--- src/hw/rtl/sha224_pkg.sv ---
`timescale 1ns / 1ps
package sha224_pkg;

	localparam int unsigned NumWords    = 8;
	localparam int unsigned DigestWords = 7;
	localparam int unsigned NumRounds   = 64;
	localparam int unsigned BlockBytes  = 64;
	localparam int unsigned PadStart    = 56;
	localparam logic [7:0]  PadByte     = 8'h80;

	typedef logic [31:0] word_t;

	typedef struct packed {
		logic       load;
		logic [5:0] load_idx;
		logic [7:0] load_byte;
		logic       start;
		logic       clear;
	} dp_cmd_t;

	typedef struct packed {
		logic busy;
	} dp_sts_t;

	function automatic word_t iv_word(input logic [2:0] idx);
		word_t r;
		r = '0;
		unique case (idx)
			3'd0: r = 32'hC1059ED8;
			3'd1: r = 32'h367CD507;
			3'd2: r = 32'h3070DD17;
			3'd3: r = 32'hF70E5939;
			3'd4: r = 32'hFFC00B31;
			3'd5: r = 32'h68581511;
			3'd6: r = 32'h64F98FA7;
			3'd7: r = 32'hBEFA4FA4;
			default: r = '0;
		endcase
		return r;
	endfunction

	function automatic word_t round_k(input logic [5:0] idx);
		word_t k [64];
		k = '{
			32'h428a2f98, 32'h71374491, 32'hb5c0fbcf, 32'he9b5dba5,
			32'h3956c25b, 32'h59f111f1, 32'h923f82a4, 32'hab1c5ed5,
			32'hd807aa98, 32'h12835b01, 32'h243185be, 32'h550c7dc3,
			32'h72be5d74, 32'h80deb1fe, 32'h9bdc06a7, 32'hc19bf174,
			32'he49b69c1, 32'hefbe4786, 32'h0fc19dc6, 32'h240ca1cc,
			32'h2de92c6f, 32'h4a7484aa, 32'h5cb0a9dc, 32'h76f988da,
			32'h983e5152, 32'ha831c66d, 32'hb00327c8, 32'hbf597fc7,
			32'hc6e00bf3, 32'hd5a79147, 32'h06ca6351, 32'h14292967,
			32'h27b70a85, 32'h2e1b2138, 32'h4d2c6dfc, 32'h53380d13,
			32'h650a7354, 32'h766a0abb, 32'h81c2c92e, 32'h92722c85,
			32'ha2bfe8a1, 32'ha81a664b, 32'hc24b8b70, 32'hc76c51a3,
			32'hd192e819, 32'hd6990624, 32'hf40e3585, 32'h106aa070,
			32'h19a4c116, 32'h1e376c08, 32'h2748774c, 32'h34b0bcb5,
			32'h391c0cb3, 32'h4ed8aa4a, 32'h5b9cca4f, 32'h682e6ff3,
			32'h748f82ee, 32'h78a5636f, 32'h84c87814, 32'h8cc70208,
			32'h90befffa, 32'ha4506ceb, 32'hbef9a3f7, 32'hc67178f2
		};
		return k[idx];
	endfunction

	function automatic word_t rotr(input word_t v, input int unsigned n);
		return (v >> n) | (v << (32 - n));
	endfunction

endpackage

--- src/hw/rtl/sha224_dp.sv ---
`timescale 1ns / 1ps
module sha224_dp (
	input  logic                clk,
	input  logic                arst_n,
	input  sha224_pkg::dp_cmd_t cmd,
	output sha224_pkg::dp_sts_t sts,
	input  logic [2:0]          rd_idx,
	output sha224_pkg::word_t   rd_word
);

	sha224_pkg::word_t hash_q [8];
	sha224_pkg::word_t w_q [16];
	sha224_pkg::word_t a_q, b_q, c_q, d_q, e_q, f_q, g_q, h_q;
	logic [5:0] rnd_q;
	logic       run_q;
	logic       fold_q;

	sha224_pkg::word_t t1, t2, s0, s1, wnew, w0;

	// rolling 16-word schedule window, w_q[0] is the current round word
	always_comb begin
		w0   = w_q[0];
		s0   = sha224_pkg::rotr(w_q[1], 7) ^ sha224_pkg::rotr(w_q[1], 18) ^ (w_q[1] >> 3);
		s1   = sha224_pkg::rotr(w_q[14], 17) ^ sha224_pkg::rotr(w_q[14], 19)
			^ (w_q[14] >> 10);
		wnew = s1 + w_q[9] + s0 + w_q[0];
		t1   = h_q + (sha224_pkg::rotr(e_q, 6) ^ sha224_pkg::rotr(e_q, 11)
			^ sha224_pkg::rotr(e_q, 25)) + ((e_q & f_q) ^ (~e_q & g_q))
			+ sha224_pkg::round_k(rnd_q) + w0;
		t2   = (sha224_pkg::rotr(a_q, 2) ^ sha224_pkg::rotr(a_q, 13)
			^ sha224_pkg::rotr(a_q, 22)) + ((a_q & b_q) ^ (a_q & c_q) ^ (b_q & c_q));
	end

	always_ff @(posedge clk or negedge arst_n) begin
		if (!arst_n) begin
			run_q  <= 1'b0;
			fold_q <= 1'b0;
			rnd_q  <= '0;
			for (int i = 0; i < 8; i++) hash_q[i] <= sha224_pkg::iv_word(3'(i));
		end else begin
			if (cmd.clear) begin
				for (int i = 0; i < 8; i++) hash_q[i] <= sha224_pkg::iv_word(3'(i));
			end
			if (cmd.start) begin
				run_q <= 1'b1;
				rnd_q <= '0;
			end else if (run_q) begin
				rnd_q <= rnd_q + 6'd1;
				if (rnd_q == 6'(sha224_pkg::NumRounds - 1)) begin
					run_q  <= 1'b0;
					fold_q <= 1'b1;
				end
			end
			if (fold_q) begin
				fold_q    <= 1'b0;
				hash_q[0] <= hash_q[0] + a_q;
				hash_q[1] <= hash_q[1] + b_q;
				hash_q[2] <= hash_q[2] + c_q;
				hash_q[3] <= hash_q[3] + d_q;
				hash_q[4] <= hash_q[4] + e_q;
				hash_q[5] <= hash_q[5] + f_q;
				hash_q[6] <= hash_q[6] + g_q;
				hash_q[7] <= hash_q[7] + h_q;
			end
		end
	end

	always_ff @(posedge clk) begin
		if (cmd.load) begin
			unique case (cmd.load_idx[1:0])
				2'd0: w_q[cmd.load_idx[5:2]][31:24] <= cmd.load_byte;
				2'd1: w_q[cmd.load_idx[5:2]][23:16] <= cmd.load_byte;
				2'd2: w_q[cmd.load_idx[5:2]][15:8]  <= cmd.load_byte;
				2'd3: w_q[cmd.load_idx[5:2]][7:0]   <= cmd.load_byte;
				default: ;
			endcase
		end
		if (cmd.start) begin
			a_q <= hash_q[0]; b_q <= hash_q[1]; c_q <= hash_q[2]; d_q <= hash_q[3];
			e_q <= hash_q[4]; f_q <= hash_q[5]; g_q <= hash_q[6]; h_q <= hash_q[7];
		end else if (run_q) begin
			h_q <= g_q; g_q <= f_q; f_q <= e_q; e_q <= d_q + t1;
			d_q <= c_q; c_q <= b_q; b_q <= a_q; a_q <= t1 + t2;
			for (int i = 0; i < 15; i++) w_q[i] <= w_q[i + 1];
			w_q[15] <= wnew;
		end
	end

	assign sts.busy = run_q | fold_q;
	assign rd_word  = hash_q[rd_idx];

endmodule

--- src/hw/rtl/sha224_ctrl.sv ---
`timescale 1ns / 1ps
module sha224_ctrl (
	input  logic                clk,
	input  logic                arst_n,
	input  logic                in_valid,
	output logic                in_ready,
	input  logic                mode,
	input  logic [7:0]          data_byte,
	output logic                out_valid,
	input  logic                out_ready,
	output logic [2:0]          out_idx,
	output sha224_pkg::dp_cmd_t cmd,
	input  sha224_pkg::dp_sts_t sts
);

	typedef enum logic [2:0] {
		ST_IDLE, ST_WAIT, ST_PAD, ST_LEN, ST_EMIT
	} state_t;

	state_t      state_q;
	logic [5:0]  fill_q;
	logic [63:0] bits_q;
	logic        fin_q;
	logic [2:0]  oidx_q;
	logic        kick_q;

	logic       acc;

	assign in_ready  = (state_q == ST_IDLE);
	assign acc       = in_valid & in_ready;
	assign out_valid = (state_q == ST_EMIT);
	assign out_idx   = oidx_q;

	always_comb begin
		cmd           = '0;
		cmd.start     = kick_q;
		cmd.load_idx  = fill_q;
		unique case (state_q)
			ST_IDLE: begin
				cmd.load      = acc;
				cmd.load_byte = mode ? sha224_pkg::PadByte : data_byte;
			end
			ST_PAD: begin
				cmd.load = 1'b1;
			end
			ST_LEN: begin
				cmd.load      = 1'b1;
				cmd.load_byte = 8'(bits_q >> {fill_q[2:0] ^ 3'd7, 3'd0});
			end
			ST_EMIT: cmd.clear = out_ready & (oidx_q == 3'(sha224_pkg::DigestWords - 1));
			default: ;
		endcase
	end

	always_ff @(posedge clk or negedge arst_n) begin
		if (!arst_n) begin
			state_q <= ST_IDLE;
			fill_q  <= '0;
			bits_q  <= '0;
			fin_q   <= 1'b0;
			oidx_q  <= '0;
			kick_q  <= 1'b0;
		end else begin
			kick_q <= 1'b0;
			unique case (state_q)
				ST_IDLE: if (acc) begin
					fill_q <= fill_q + 6'd1;
					if (!mode) begin
						bits_q <= bits_q + 64'd8;
						if (fill_q == 6'd63) begin
							kick_q  <= 1'b1;
							state_q <= ST_WAIT;
						end
					end else begin
						fin_q <= 1'b1;
						if (fill_q == 6'd63) begin
							kick_q  <= 1'b1;
							state_q <= ST_WAIT;
						end else if (fill_q == 6'(sha224_pkg::PadStart - 1)) begin
							state_q <= ST_LEN;
						end else begin
							state_q <= ST_PAD;
						end
					end
				end
				ST_WAIT: if (!kick_q && !sts.busy) begin
					state_q <= ST_IDLE;
					if (fin_q) begin
						state_q <= (fill_q == 6'd0 && bits_q == '0 && oidx_q == 3'd7)
							? ST_EMIT : ST_PAD;
						if (oidx_q == 3'd7) begin
							oidx_q  <= '0;
							state_q <= ST_EMIT;
						end
					end
				end
				ST_PAD: begin
					fill_q <= fill_q + 6'd1;
					if (fill_q == 6'd63) begin
						kick_q  <= 1'b1;
						state_q <= ST_WAIT;
					end else if (fill_q == 6'(sha224_pkg::PadStart - 1)) begin
						state_q <= ST_LEN;
					end
				end
				ST_LEN: begin
					fill_q <= fill_q + 6'd1;
					if (fill_q == 6'd63) begin
						kick_q  <= 1'b1;
						oidx_q  <= 3'd7;
						state_q <= ST_WAIT;
					end
				end
				ST_EMIT: if (out_ready) begin
					oidx_q <= oidx_q + 3'd1;
					if (oidx_q == 3'(sha224_pkg::DigestWords - 1)) begin
						oidx_q  <= '0;
						fill_q  <= '0;
						bits_q  <= '0;
						fin_q   <= 1'b0;
						state_q <= ST_IDLE;
					end
				end
				default: state_q <= ST_IDLE;
			endcase
		end
	end

endmodule

--- src/hw/rtl/sha224_hash_engine_unit.sv ---
`timescale 1ns / 1ps
// bytes are taken one per cycle while idle; a block's 64th byte starts the compression
// finalize: padding fill plus one or two compressions, then seven digest items
// the compression loop runs one round per cycle
// one item is worked at a time; input is not ready during compression or digest output
// reset: asynchronous, loads the initial hash values with zero length and empty block
module sha224_hash_engine_unit (
	input  logic        clk,
	input  logic        arst_n,
	input  logic        s_tvalid,
	output logic        s_tready,
	input  logic [7:0]  s_tdata,  // data_byte
	input  logic        s_tuser,  // mode
	output logic        m_tvalid,
	input  logic        m_tready,
	output logic [39:0] m_tdata,  // digest_word, word_index, zero fill
	output logic        m_tlast   // last_word
);

	sha224_pkg::dp_cmd_t cmd;
	sha224_pkg::dp_sts_t sts;
	logic [2:0]          oidx;
	sha224_pkg::word_t   word;

	sha224_ctrl u_ctrl (
		.clk       (clk),
		.arst_n    (arst_n),
		.in_valid  (s_tvalid),
		.in_ready  (s_tready),
		.mode      (s_tuser),
		.data_byte (s_tdata),
		.out_valid (m_tvalid),
		.out_ready (m_tready),
		.out_idx   (oidx),
		.cmd       (cmd),
		.sts       (sts)
	);

	sha224_dp u_dp (
		.clk     (clk),
		.arst_n  (arst_n),
		.cmd     (cmd),
		.sts     (sts),
		.rd_idx  (oidx),
		.rd_word (word)
	);

	assign m_tdata = {5'd0, oidx, word};
	assign m_tlast = (oidx == 3'(sha224_pkg::DigestWords - 1));

endmodule
--- config.mk ---
export PLATFORM = sky130hd
export DESIGN_NAME = sha224_hash_engine_unit
export DESIGN_NICKNAME = d
export VERILOG_FILES = /design/src/hw/rtl/sha224_pkg.sv /design/src/hw/rtl/sha224_dp.sv /design/src/hw/rtl/sha224_ctrl.sv /design/src/hw/rtl/sha224_hash_engine_unit.sv
export SDC_FILE = /design/constraint.sdc
export NUM_CORES = 2
export LEC_CHECK = 0
export ABC_CLOCK_PERIOD_IN_PS = 13500
export CORE_UTILIZATION = 45
export CTS_BUF_LIST = sky130_fd_sc_hd__clkbuf_2
export DETAILED_ROUTE_END_ITERATION = 6
export DONT_BUFFER_PORTS = 1
export PLACE_DENSITY = 0.69
export SETUP_SLACK_MARGIN = 0.5
export SLEW_MARGIN = 20
export SYNTH_ARGS = -nofsm -noshare
export SYNTH_HDL_FRONTEND = slang
export SYNTH_HIERARCHICAL = 1
export SYNTH_SLANG_ARGS = --single-unit
--- constraint.sdc ---
create_clock -name clk -period 13.5 [get_ports clk]
set_input_delay 0.675 -clock clk [delete_from_list [all_inputs] [get_ports clk]]
set_output_delay 0.675 -clock clk [all_outputs]
set_load 0.01 [all_outputs]
======== Yosys cells after proc, flatten, opt, wreduce, memory -nomap -nowiden ========
Memory sizes are Yosys's and may differ from the RTL's.
Index checks and enable logic that the tools add are counted.
cells by class
  add/sub/neg operators ................... 22
  $lt $le $gt $ge ......................... 2
  eq/ne operators ......................... 22
  shift-type cells ........................ 1
  multiplexer cells ....................... 89
  bitwise gates (word level) .............. 33
  reduce and logical (&&, ||, !) cells .... 20
operator list
  cell                                                             number
  32-bit 2-to-1 mux                                                20
  32-bit adder                                                     18
  256-bit 2-to-1 mux                                               2
  32-bit bitwise XOR                                               9
  64-bit 2-to-1 mux                                                4
  32-bit AND                                                       5
  64-bit case mux with 2 select lines                              1
  32-bit binary-select mux with 3-bit select                       1
  64-bit by 4-bit adder with 64-bit output, second input constant  1
  64-bit zero test                                                 1
  64-bit by 6-bit right shift with 8-bit output                    1
  3-bit 2-to-1 mux                                                 18
  32-bit inverter                                                  1
  10-bit by 32-bit bitwise OR with 32-bit output                   1
  13-bit by 32-bit bitwise OR with 32-bit output                   1
  14-bit by 32-bit bitwise OR with 32-bit output                   1
  15-bit by 32-bit bitwise OR with 32-bit output                   1
  19-bit by 32-bit bitwise OR with 32-bit output                   1
  21-bit by 32-bit bitwise OR with 32-bit output                   1
  25-bit by 32-bit bitwise OR with 32-bit output                   1
  26-bit by 32-bit bitwise OR with 32-bit output                   1
  30-bit by 32-bit bitwise OR with 32-bit output                   1
  7-bit by 32-bit bitwise OR with 32-bit output                    1
  32-bit by 22-bit bitwise XOR with 32-bit output                  1
  38 further kinds                                                 96
word-level totals
  flip-flop bits (word level) ............. 598
  RAM bits ................................ 512
  bits in read-only memories .............. 2048
  bits of input ports ..................... 13
  output and inout bits ................... 43
  word-level logic and storage cells ...... 216
  memories kept ........................... 2
memories
  name              depth  width  read ports  clocked after memory_dff  wr ports  line              source
  (name not given)  64     32     1           0                         0         sha224_pkg.sv:62  return k[idx];
  u_dp.w_q          16     32     16          0                         17        sha224_dp.sv:12   sha224_pkg::word_t w_q [16];

======== Depth between registers and ports, before layout ========
  word-level depth ........................ 10
  gate-level depth with buffers ........... 39
  depth with buffers taken out ............ 36

======== Cells and area by module ========
The synthesis kept the hierarchy.
by module, submodules not included
  module                   times used  cells an instance  area each (um2)  seq. area each (um2)
  sha224_dp                1           7023               70097.2          29831.1
  sha224_ctrl              1           515                4683.2           1876.8
  sha224_hash_engine_unit  1           7                  50.0             0.0

======== Worst setup path after synthesis ========
Ideal clock, no wire load.
  path type ............................... reg2reg
  start ................................... register u_dp.rnd_q[1]
  end ..................................... register u_dp.a_q[28] (data pin)
  setup time .............................. 0.265 ns
  arrival ................................. 7.826 ns
  data required time ...................... 13.235 ns
  slack ................................... 5.409 ns
  cell stages (with the launch flop) ...... 38
  buffers on the path ..................... 3
  period minus slack after synthesis ...... 8.091 ns
  path through ............................ dfrtp_1 clkbuf_1 inv_1 ha_1 clkbuf_1 and2_1 clkbuf_1 nor3_1 o311ai_0 o21ai_0 fa_1 fa_1 inv_1 ha_1 inv_1 fa_1 nor2b_1 o31a_1 [... 2 more ...] o21ai_0 a21o_1 a21o_1 xor2_1 inv_1 fa_1 inv_1 ha_1 a21o_1 nand2b_1 or3_1 a31oi_1 o211ai_1 and2_1 a211o_1 a21oi_1 xor2_1 o21ai_1
on the way
  longest elaborated chain between the ends .. 9
RTL lines
  element                                                 line              source
  start, declared                                         sha224_dp.sv:14   logic [5:0] rnd_q;
  start signal, assigned                                  sha224_dp.sv:48   rnd_q <= rnd_q + 6'd1;
  6-bit inverter with 7-bit output (not written as such)  sha224_pkg.sv:62
  memory 64 x 32 bit                                      --
  32-bit 2-to-1 mux (not written as such) (2 in series)   sha224_pkg.sv:62
  32-bit adder (2 in series)                              sha224_dp.sv:29   + sha224_pkg::round_k(rnd_q) + w0;
  32-bit adder                                            sha224_dp.sv:83   d_q <= c_q; c_q <= b_q; b_q <= a_q; a_q <= t1 + t2;
  32-bit 2-to-1 mux                                       sha224_dp.sv:81   end else if (run_q) begin
  32-bit 2-to-1 mux                                       sha224_dp.sv:78   if (cmd.start) begin
  end signal, assigned                                    sha224_dp.sv:79   a_q <= hash_q[0]; b_q <= hash_q[1]; c_q <= hash_q[2]; d_q <= hash_q[3];
  end signal, assigned                                    sha224_dp.sv:83
  end, declared                                           sha224_dp.sv:13   sha224_pkg::word_t a_q, b_q, c_q, d_q, e_q, f_q, g_q, h_q;
Every way passes these cells. The select of a mux whose other input is x is not followed.
A chain may end at the register's enable or synchronous reset.

======== Worst setup path in the final report ========
  start ................................... register u_dp.rnd_q[1]
  end ..................................... register u_dp.a_q[31] (data pin)
The elaborated chain is that of the path after synthesis.

==> summary.txt <==
Cells and area
  – Fraction of layout cells with a size suffix above 1: 0.142
  – Fin nets: 8178
  – Layout overhead on the synthesized area: 6.74%
  – # fillers: 15.3k
  – FF/Latch Area: 31700 um^2
  – Multi-input combinational cell area: 40500 um^2

Critical path
  – Critical-path top delay cell: dfrtp_1
  – CP Launch Type: flip-flop
  – Register-to-register setup slack: a little under 4 ns
  – Type of element capturing the critical path: flip-flop
  – Arrival time worst endpoint: 11.21 ns
  – Critical path fanouts, max: 16
  – Maximum cell stage delay along the critical path: 0.75 ns
  – Required time worst endpoint: 15.06 ns
  – Critical path class: reg2reg

Clock network
  – Library cell used as clock root buffer: clkbuf_2
  – Number of gates resized after CTS: 0
  – H-tree depth: 5
  – Clock-pin slew on the worst setup and hold paths: around 0.11 ns
  – Total CTS buffers: 311
  – Buffers inserted during post-CTS setup optimization: 0
  – Latest clock arrival within the worst-skew pair: around 1.8 ns
  – Clock tree from TritonCTS: built
  – Number of buffers added to fix hold violations after cts: 26
  – Number of clock sinks: 1107
  – Max clock buf depth: 4

Timing
  – Worst Tran Pin Value: around 1.2 ns
  – Part of the cycle the worst path needs: 0.715
  – Worst Slack Setup Final: 3.85 ns
  – Highest attainable clock frequency: 0.104 GHz
  – Crit path time final: roughly 9.7 ns
  – Remaining max-slew budget at the tightest pin: 0.181
  – Final setup violation count: 0
  – Slew Limit Fails: 0
  – Final TNS setup: 0 ns
  – Fin Clk Skew: roughly 0.15 ns
  – Final hold violations: 0
  – Setup repair after global routing missed its margin: no

Logic synthesis
  – Top cell type by total area after synthesis: edfxtp_1
  – Leading register cell type out of synthesis: edfxtp_1
  – Largest cells by area after synthesis: edfxtp_1 (31%), nand2_1 (7.3%), dfrtp_1 (7.0%)
  – Number of enable-type register cells in the synthesized netlist: 768
  – Register bit total from synthesis: 1107
  – Synth async-reset ratio: 0.306
  – Per-instance average area after synthesis: 9.92 um^2
  – Number of unique standard cell types used by synthesis: 104
  – Top-area cell type share of the netlist area: 0.308
  – Sequential element share of the synthesized area: 0.424
  – Cell area after synthesis: ~75000 um^2
  – Yosys warning count: 6
  – Mapped Cells: 7545

Global routing
  – Wire length of the first global-routing pass: 366000 um
  – Initial antenna violation count: 6
  – Remaining global-route overflow: 0
  – Via count of the first global-routing pass: 58.6k
  – Largest net degree at the start of global routing: 340
  – Total global-route track usage: 0.286

Drt
  – Vias: 60.1k
  – Detailed Route Iter0 Violations: between 6k and 7k
  – Average wire length per cell after detail routing: 24.4 um
  – Drt pass-1 iters: 7
  – Post-detailed-route count of antenna-violating nets: 0
  – Count of unresolved DRC violations after routing: 18
  – Via density: about 6.0
  – Sum of routed wire length over all layers: 244000 um

Power
  – Switching Power: 1.53 mW
  – Power per unit of standard cell area: ~77 nW/um^2
  – P_leak: ~33 nW
  – Int Power: 4.59 mW
  – Reg power frac: 0.587
  – Portion of total power attributed to the clock network: 0.407
  – Switching part of the total: 0.250
  – Worst-case vdd ir drop: 90.5 uV
  – Power share of the combinational group: 0.005

Placed design
  – Setup WS pre-CTS: between 4 and 5 ns
  – Total half-perimeter wirelength after legalization and detailed placement: 174000 um
  – Gpl congestion: 1.00
  – Number of I/O port buffers: 0

Die
  – IO Pins: 56
  – Die Y: 410 um
  – Overall die area: 168000 um^2
  – Area of the placeable core: 165000 um^2
  – Overall die width: 410 um
  – Starting density of the core: 0.454
  – Row Count: between 100 and 150

Outcome
  – Result of the run: complete, but fails checks
  – Violated checks: design-rule violations

Job
  – Number of maximum-capacitance constraint violations: 0

Worst hold path
  – Worst min-delay path category: in2async
Yosys cell counts (38+ instances only):
cell,n
nand2b_1,58
mux2_2,251
clkbuf_1,340
or3_1,43
nor3_1,93
nand3_1,113
o22ai_1,38
o21bai_1,50
o21a_1,51
a211oi_1,44
mux4_2,82
inv_1,322
xor2_1,243
xnor2_1,363
fa_1,195
nor2_1,391
dfrtp_1,209
nand4_1,59
a31oi_1,49
a21oi_1,495
ha_1,396
nand2_1,1458
a21o_1,184
dfstp_2,130
o31ai_1,48
edfxtp_1,768
and3_1,39
o21ai_0,484
nor2b_1,60
per-stage QoR:
stage                     area (um^2)   util  power, mW  hold slack (ns)  cells
final                           79900  0.484       6.12            0.314   9997
after floorplan                 74800      -       3.67            0.379   7549
after CTS                       79800  0.483       6.20           0.0104   9985
after global placement          76800  0.465       3.67            0.409   9420
after detailed placement        76800  0.465       3.67            0.418   9420
after global routing            79900  0.484       6.37            0.162   9996
path summary, 6_finish.rpt:
kind	from	end	depth (start not counted)
max in group asynchronous	arst_n	u_dp/hash_q[205]$_DFFE_PN0P_	4
worst min-delay path	arst_n	u_dp/hash_q[24]$_DFFE_PN0P_	3
worst min register to register	u_dp/w_q[12][5]$_DFFE_PP_	u_dp/w_q[11][5]$_DFFE_PP_	2
worst max-delay path	u_dp/rnd_q[1]$_DFFE_PN0P_	u_dp/a_q[31]$_DFFE_PP_	34
worst max register to register	u_dp/rnd_q[1]$_DFFE_PN0P_	u_dp/a_q[31]$_DFFE_PP_	34
min in group clk	s_tvalid	u_ctrl/fin_q$_DFFE_PN0P_	4
logic make-up after synthesis:
kind of cell | share of synthesized area
simple gates | 0.143
compound gates | 0.141
fa+ha+maj | 0.119
mux | 0.0664
other cells | 0.0000501
flops | 0.424
buf+inv | 0.0358
xor+xnor | 0.0715
final cells by class:
type | count | share of cell area
diodes | 8 | 0.000251
clock buffers | 466 | 0.0292
repair buffers | 95 | 0.0112
inverters | 322 | 0.0152
clock inverters | 73 | 0.00498
multi-input cells | 5737 | 0.508
well taps | 2189 | 0.0343
flip-flops and latches | 1107 | 0.397
layout by cell type, fill, tap and decap left out, types with 20 or more instances in the layout:
cell type      count
a211oi_1          44
a21o_1           184
a21oi_1          495
a31oi_1           49
and2_1            25
and3_1            39
buf_4             62
clkbuf_2         466
clkinv_1          49
dfrtp_1          201
dfstp_2          130
dlygate4sd3_1     26
edfxtp_1         768
fa_1             195
ha_1             396
inv_1            320
mux2_2           251
mux2i_1           27
mux4_2            82
nand2_1         1449
nand2b_1          57
nand3_1          113
nand4_1           59
nor2_1           389
nor2b_1           59
nor3_1            93
nor4_1            20
o211ai_1          34
o21a_1            51
o21ai_0          435
o21ai_1           70
o21bai_1          50
o22ai_1           38
o31ai_1           48
or2_2             24
or3_1             43
or4_1             22
xnor2_1          363
xor2_1           243
power groups by stage:
stage	clock network, mW	registers, mW	logic (mW)
final	2.49	3.60	0.0331
after global routing	2.73	3.60	0.0373
after CTS	2.57	3.60	0.0311
after detailed placement	0	3.67	0.00169
after global placement	0	3.67	0.00164
after floorplan	0	3.67	0.00264
metal layers:
metal	vias up	part of all wire	track usage
met3	689	0.088	0.0611
met2	2831	0.45	0.443
met5	-	0.00014	0
met4	4	0.062	0.167
met1	29520	0.40	0.370
li1	27046	-	-
state kept, by name (all words and copies together), names as in the netlist, 32 cells and up:
signal	flops
u_dp/g_q	32
u_dp/e_q	32
u_dp/w_q	512
u_dp/hash_q	256
u_dp/d_q	32
u_dp/a_q	32
u_dp/b_q	32
u_dp/f_q	32
u_dp/c_q	32
u_ctrl/bits_q	61
u_dp/h_q	32
worst max-delay path: cells and delay by family, from the launching register on:
kind / cells / cell delay, ns
adders and majority gates: 6 / 2.47
and+or+nand+nor: 6 / 1.74
buffers and inverters: 4 / 0.62
xor gates and xnor gates: 2 / 0.44
AOI/OAI and AO/OA: 16 / 3.55
DFF: 1 / 0.75
(Power assumes the default switching activity.)
